**config.mk**
```make
export PLATFORM = sky130hd
export DESIGN_NAME = multivariate_poly_eval
export DESIGN_NICKNAME = d
export VERILOG_FILES = /design/src/mpe_pkg.sv /design/src/mpe_mul.sv /design/src/multivariate_poly_eval.sv
export SDC_FILE = /design/constraint.sdc
export NUM_CORES = 2
export LEC_CHECK = 0
export ABC_AREA = 1
export BUFFER_PORTS_ARGS = -buffer_cell sky130_fd_sc_hd__buf_2
export CORE_UTILIZATION = 30
export CTS_CLUSTER_DIAMETER = 60
export CTS_CLUSTER_SIZE = 12
export DETAILED_ROUTE_END_ITERATION = 16
export PLACE_DENSITY = 0.49
export SLEW_MARGIN = 20
export SYNTH_ARGS = -nofsm -noshare
export SYNTH_HDL_FRONTEND = slang
export SYNTH_SLANG_ARGS = --single-unit
export TNS_END_PERCENT = 100
```
**constraint.sdc**
```tcl
create_clock -name clk -period 15.15 [get_ports clk]
set_input_delay 3.03 -clock clk [delete_from_list [all_inputs] [get_ports clk]]
set_output_delay 3.03 -clock clk [all_outputs]
set_load 0.02 [all_outputs]
```
**src/mpe_pkg.sv**
```systemverilog
package mpe_pkg;

    localparam int DATA_W    = 32;
    localparam int POW_W     = 4;
    localparam int MAX_POWER = 15;
    localparam int IN_TDATA_W  = 48;
    localparam int OUT_TDATA_W = 32;
    localparam int CFG_IDX_W   = 2;

    // register indexes of the configuration port
    localparam logic [CFG_IDX_W-1:0] REG_X_VALUE = 2'd0;
    localparam logic [CFG_IDX_W-1:0] REG_Y_VALUE = 2'd1;
    localparam logic [CFG_IDX_W-1:0] REG_Z_VALUE = 2'd2;

    // sequencer states, one-hot
    typedef enum logic [2:0] {
        ST_IDLE  = 3'b001,
        ST_MUL   = 3'b010,
        ST_ACCUM = 3'b100
    } state_t;

    // limit an exponent to the largest supported power
    function automatic logic [POW_W-1:0] clamp_pow(input logic [POW_W-1:0] p);
        logic [POW_W-1:0] r;
        if (int'(p) > MAX_POWER)
        begin
            r = POW_W'(MAX_POWER);
        end
        else
        begin
            r = p;
        end
        return r;
    endfunction

endpackage

```
**src/mpe_mul.sv**
```systemverilog
module mpe_mul
    import mpe_pkg::*;
(
    input  logic [DATA_W-1:0] op_a,
    input  logic [DATA_W-1:0] op_b,
    output logic [DATA_W-1:0] product
);

    logic [2*DATA_W-1:0] full_product;

    // unsigned product, low word equals the two's complement wrapped product
    assign full_product = {{DATA_W{1'b0}}, op_a} * {{DATA_W{1'b0}}, op_b};
    assign product      = full_product[DATA_W-1:0];

endmodule

```
**src/multivariate_poly_eval.sv**
```systemverilog
// Three-variable polynomial evaluator. Set the point (x, y, z) through the
// cfg port (index 0 = x, 1 = y, 2 = z) while the block is idle. Each input
// transfer is one term: coefficient, power_x, power_y and power_z in
// s_axis_tdata and the last-term mark in s_axis_tlast. The term
// coefficient * x^power_x * y^power_y * z^power_z is built by one shared
// 32x32 multiplier, one multiply per cycle, and added to a 32-bit running
// sum with two's complement wrap. A term is taken, then multiplied once per
// exponent step, then the multiply pass closes, then the term is added.
// s_axis_tready is low after the take until the add is done. On the last term
// the sum goes out as one transfer on m_axis and the running sum clears.
// The output register lets the next term be taken while a result still
// waits; a last term holds in the add step while an earlier sum still waits.
module multivariate_poly_eval
    import mpe_pkg::*;
(
    input  logic                   clk,
    input  logic                   rst_n,
    // configuration write channel
    input  logic                   cfg_valid,
    output logic                   cfg_ready,
    input  logic [CFG_IDX_W-1:0]   cfg_index,
    input  logic [DATA_W-1:0]      cfg_data,
    // term input
    input  logic                   s_axis_tvalid,
    output logic                   s_axis_tready,
    // coefficient[31:0], power_x[35:32], power_y[39:36], power_z[43:40], zero pad
    input  logic [IN_TDATA_W-1:0]  s_axis_tdata,
    input  logic                   s_axis_tlast,
    // result output
    output logic                   m_axis_tvalid,
    input  logic                   m_axis_tready,
    // poly_sum[31:0]
    output logic [OUT_TDATA_W-1:0] m_axis_tdata
);

    state_t            state_reg, state_next;
    logic [DATA_W-1:0] x_reg, y_reg, z_reg;
    logic [DATA_W-1:0] term_reg, term_next;
    logic [DATA_W-1:0] sum_reg, sum_next;
    logic [POW_W-1:0]  cnt_x_reg, cnt_x_next;
    logic [POW_W-1:0]  cnt_y_reg, cnt_y_next;
    logic [POW_W-1:0]  cnt_z_reg, cnt_z_next;
    logic              last_reg, last_next;
    logic              out_valid_reg, out_valid_next;
    logic [DATA_W-1:0] out_data_reg, out_data_next;
    logic [DATA_W-1:0] mul_base;
    logic [DATA_W-1:0] mul_product;
    logic [DATA_W-1:0] acc_total;
    logic              in_xfer;
    logic              out_free;

    assign cfg_ready     = 1'b1;
    assign s_axis_tready = (state_reg == ST_IDLE);
    assign in_xfer       = s_axis_tvalid && s_axis_tready;
    assign m_axis_tvalid = out_valid_reg;
    assign m_axis_tdata  = out_data_reg;
    assign out_free      = !out_valid_reg || m_axis_tready;
    assign acc_total     = sum_reg + term_reg;

    // configuration registers
    always_ff @(posedge clk or negedge rst_n)
    begin
        if (!rst_n)
        begin
            x_reg <= '0;
            y_reg <= '0;
            z_reg <= '0;
        end
        else if (cfg_valid)
        begin
            unique case (cfg_index)
                REG_X_VALUE: x_reg <= cfg_data;
                REG_Y_VALUE: y_reg <= cfg_data;
                REG_Z_VALUE: z_reg <= cfg_data;
                default:     ;
            endcase
        end
    end

    // base picked by the remaining exponent counts
    always_comb
    begin
        priority if (cnt_x_reg != '0)
        begin
            mul_base = x_reg;
        end
        else if (cnt_y_reg != '0)
        begin
            mul_base = y_reg;
        end
        else
        begin
            mul_base = z_reg;
        end
    end

    // shared multiplier
    mpe_mul u_mul (
        .op_a    (term_reg),
        .op_b    (mul_base),
        .product (mul_product)
    );

    // sequencer
    always_comb
    begin
        state_next     = state_reg;
        term_next      = term_reg;
        sum_next       = sum_reg;
        cnt_x_next     = cnt_x_reg;
        cnt_y_next     = cnt_y_reg;
        cnt_z_next     = cnt_z_reg;
        last_next      = last_reg;
        out_valid_next = out_valid_reg;
        out_data_next  = out_data_reg;

        if (out_valid_reg && m_axis_tready)
        begin
            out_valid_next = 1'b0;
        end

        unique case (state_reg)
            ST_IDLE:
            begin
                if (in_xfer)
                begin
                    term_next  = s_axis_tdata[DATA_W-1:0];
                    cnt_x_next = clamp_pow(s_axis_tdata[DATA_W +: POW_W]);
                    cnt_y_next = clamp_pow(s_axis_tdata[DATA_W+POW_W +: POW_W]);
                    cnt_z_next = clamp_pow(s_axis_tdata[DATA_W+2*POW_W +: POW_W]);
                    last_next  = s_axis_tlast;
                    state_next = ST_MUL;
                end
            end
            ST_MUL:
            begin
                priority if (cnt_x_reg != '0)
                begin
                    term_next  = mul_product;
                    cnt_x_next = cnt_x_reg - 1'b1;
                end
                else if (cnt_y_reg != '0)
                begin
                    term_next  = mul_product;
                    cnt_y_next = cnt_y_reg - 1'b1;
                end
                else if (cnt_z_reg != '0)
                begin
                    term_next  = mul_product;
                    cnt_z_next = cnt_z_reg - 1'b1;
                end
                else
                begin
                    state_next = ST_ACCUM;
                end
            end
            ST_ACCUM:
            begin
                if (!last_reg)
                begin
                    sum_next   = acc_total;
                    state_next = ST_IDLE;
                end
                else if (out_free)
                begin
                    out_data_next  = acc_total;
                    out_valid_next = 1'b1;
                    sum_next       = '0;
                    state_next     = ST_IDLE;
                end
            end
            default:
            begin
                state_next = ST_IDLE;
            end
        endcase
    end

    // control state
    always_ff @(posedge clk or negedge rst_n)
    begin
        if (!rst_n)
        begin
            state_reg     <= ST_IDLE;
            sum_reg       <= '0;
            out_valid_reg <= 1'b0;
        end
        else
        begin
            state_reg     <= state_next;
            sum_reg       <= sum_next;
            out_valid_reg <= out_valid_next;
        end
    end

    // datapath registers
    always_ff @(posedge clk)
    begin
        term_reg     <= term_next;
        cnt_x_reg    <= cnt_x_next;
        cnt_y_reg    <= cnt_y_next;
        cnt_z_reg    <= cnt_z_next;
        last_reg     <= last_next;
        out_data_reg <= out_data_next;
    end

endmodule

```
==> run metrics <==
ANT nets after route 0; largest stage delay on the critical path 0.62 ns; total number of vias 19,900; GRT Residual Overflow 0; share of the synthesized area in the top cell type 0.320; GRT Util Overall 0.186; syn nets 3,694; setup TNS 0 ns; core area 0.0841 mm²; Die Ht 294 µm; final wirelength 78.4 mm; required time worst endpoint 15.44 ns; cell family with most CP delay adder cells; nets@finish 3,762; antenna violations before repair 0; Final period util 0.619; PortBufs 117; DR iter-0 viols 1,280; top post-synthesis cells by area fa_1, dfrtp_1, nand2_1; synthesis-to-layout area growth 10.4%; slowest CP cell fa_1; Clock Skews 0.0229 ns; H-tree depth 1; Worst-path clk slew 0.06 ns; n_diodes 0; Mapped Area 0.0256 mm²; row count 106; Max-Cap Viols 0; CTS Hold Bufs 0; unrepaired setup endpoints after global routing false; Worst EP arrival 9.67 ns; type of the most critical hold path reg -> reg; Post-synth EDFFs 77; Gate Count Post-Synth 3,039; synthesized flop and latch total 209; chip width 294 µm; Post-CTS Repair Setup Buffers 0; First-pass DRT Iterations 7; fin. max-slew vios 0; Num CTS Buffers 23; Synth area leader fa_1; Buf/Inv on CP 7; initial core utilization 0.304; drt via density 4.67; Yosys warnings 0; PostCTS Resize Cnt 0; startpoint types flip-flop; TritonCTS clock tree done; Setup Viol. Count Final 0; Routed WL per cell 18.4 µm; Seq/Total Area, Yosys 0.219; gpl congestion 0.859; CTS sink count 209; Setup crit end kind flip-flop; Slew Limit Headroom 0.263; Top FF cell, synth dfrtp_1; Fin. Hold Viols 0; Longest Clk Path Bufs 3; Async SR Flop Fraction 0.632; DP HPWL 62.1 mm; actual slew at the worst max-slew pin 1.10 ns; worst-path fanout max 48; die area 0.0865 mm²; synth unique cells 48; Critical Setup Path Class reg -> reg; DRC viols 0; number of global-route vias before repair 20,400; largest net degree at the start of global routing 68; io pins 123; Avg Inst Size Synth 8.42 µm²; Finished Cell Area 0.0282 mm²; Clk Latency, worst-skew pair 0.55 ns; WHS 0.478 ns; area post-placement 0.0275 mm²; Crit path top cell by count fa_1; status completed; Final min period 9.38 ns; layout cells sized above 1 0.0773; FMAX 107 MHz; Root Buffer clkbuf_16; first-pass GRT wire length 122 mm
[cell families after synthesis]
logic type,Yosys count,synth area share
xor gates and xnor gates,59,0.0202
DFF,209,0.219
adders and majority gates,567,0.397
buffers and inverters,700,0.105
other,1,0.000147
and+or+nand+nor,1205,0.192
AOI/OAI and AO/OA,298,0.0658
[Yosys cell counts (2+ instances only)]
| cell type | n |
|---|---|
| o2111ai_1 | 2 |
| nand2_1 | 620 |
| nor2_1 | 366 |
| buf_2 | 9 |
| a31oi_1 | 7 |
| nor3_1 | 14 |
| inv_2 | 12 |
| o21bai_1 | 7 |
| clkinv_1 | 9 |
| fa_1 | 409 |
| nand3b_1 | 4 |
| a21oi_1 | 67 |
| inv_1 | 566 |
| buf_1 | 3 |
| nor4_1 | 4 |
| nand2_2 | 7 |
| buf_4 | 4 |
| nand3_1 | 139 |
| edfxtp_1 | 77 |
| o31ai_1 | 4 |
| clkbuf_1 | 93 |
| or2_1 | 10 |
| a211oi_1 | 4 |
| nand4_1 | 20 |
| o21a_1 | 2 |
| nand3_2 | 7 |
| nand2_4 | 2 |
| buf_6 | 4 |
| a21o_1 | 4 |
| xor2_1 | 31 |
| dfrtp_1 | 131 |
| ha_1 | 158 |
| xnor2_1 | 28 |
| o21ai_1 | 7 |
| a22o_1 | 27 |
| o21ai_0 | 160 |
| or2_2 | 10 |
[metrics by stage]
| stage | worst slack (ns) | std cells | utilization |
|---|---|---|---|
| finish | 5.77 | 4253 | 0.336 |
| global route | 5.21 | 4253 | 0.336 |
| floorplan | 7.65 | 3039 | - |
| detailed placement | 5.86 | 4215 | 0.326 |
| CTS | 5.79 | 4252 | 0.336 |
| global placement | 5.81 | 4215 | 0.326 |
[path summary, 6_finish.rpt]
kind	startpoint	endpoint	slack (ns)	depth (start not counted)
max in group asynchronous	rst_n	x_reg[16]	11.26	2
min in group asynchronous	rst_n	m_axis_tvalid	2.51	1
hold / removal	x_reg[19]	x_reg[19]	0.48	2
setup reg to reg	cnt_x_reg[0]	term_reg[27]	5.77	31
setup / recovery	cnt_x_reg[0]	term_reg[27]	5.77	31
hold reg to reg	x_reg[19]	x_reg[19]	0.48	2
[layer usage]
layer | share of wire | vias up | global-route usage
li1 | - | 9410 | -
met1 | 0.44 | 9971 | 0.247
met2 | 0.49 | 434 | 0.321
met3 | 0.050 | 65 | 0.0263
met4 | 0.018 | 0 | 0.0361
met5 | 0 | - | 0
[placed cells by master, fill, tap and decap left out, drive strengths merged, types with 7 or more instances in the layout]
cell	netlist	final
a22o	27	27
or2	20	20
dfrtp	131	131
edfxtp	77	77
a31oi	7	7
nand3	146	146
clkinv	9	10
nand4	20	20
nand2	629	629
nor2	368	368
inv	578	579
ha	158	158
o21ai	167	167
buf	20	156
xnor2	28	28
nor3	14	14
clkbuf	93	32
fa	409	409
a21oi	67	67
xor2	31	31
o21bai	7	7
[worst min-delay path, cell delays in order, from the launching register on]
cell	delay, ns
dfrtp_1	0.33
nand2_1	0.05
o21ai_0	0.06
[final cells by class]
| cell class | count | area (µm²) |
|---|---|---|
| Fill cell | 9012 | 55800 |
| Multi-Input combinational cell | 2130 | 17300 |
| Sequential cell | 209 | 5620 |
| Inverter | 587 | 2200 |
| Tap cell | 1134 | 1420 |
| Timing Repair Buffer | 156 | 905 |
| Clock buffer | 32 | 671 |
| Clock inverter | 5 | 96.3 |
Power is left out: the tool's default activity adds up to more than one toggle a clock period on the data nets, which glitch-free logic cannot reach.
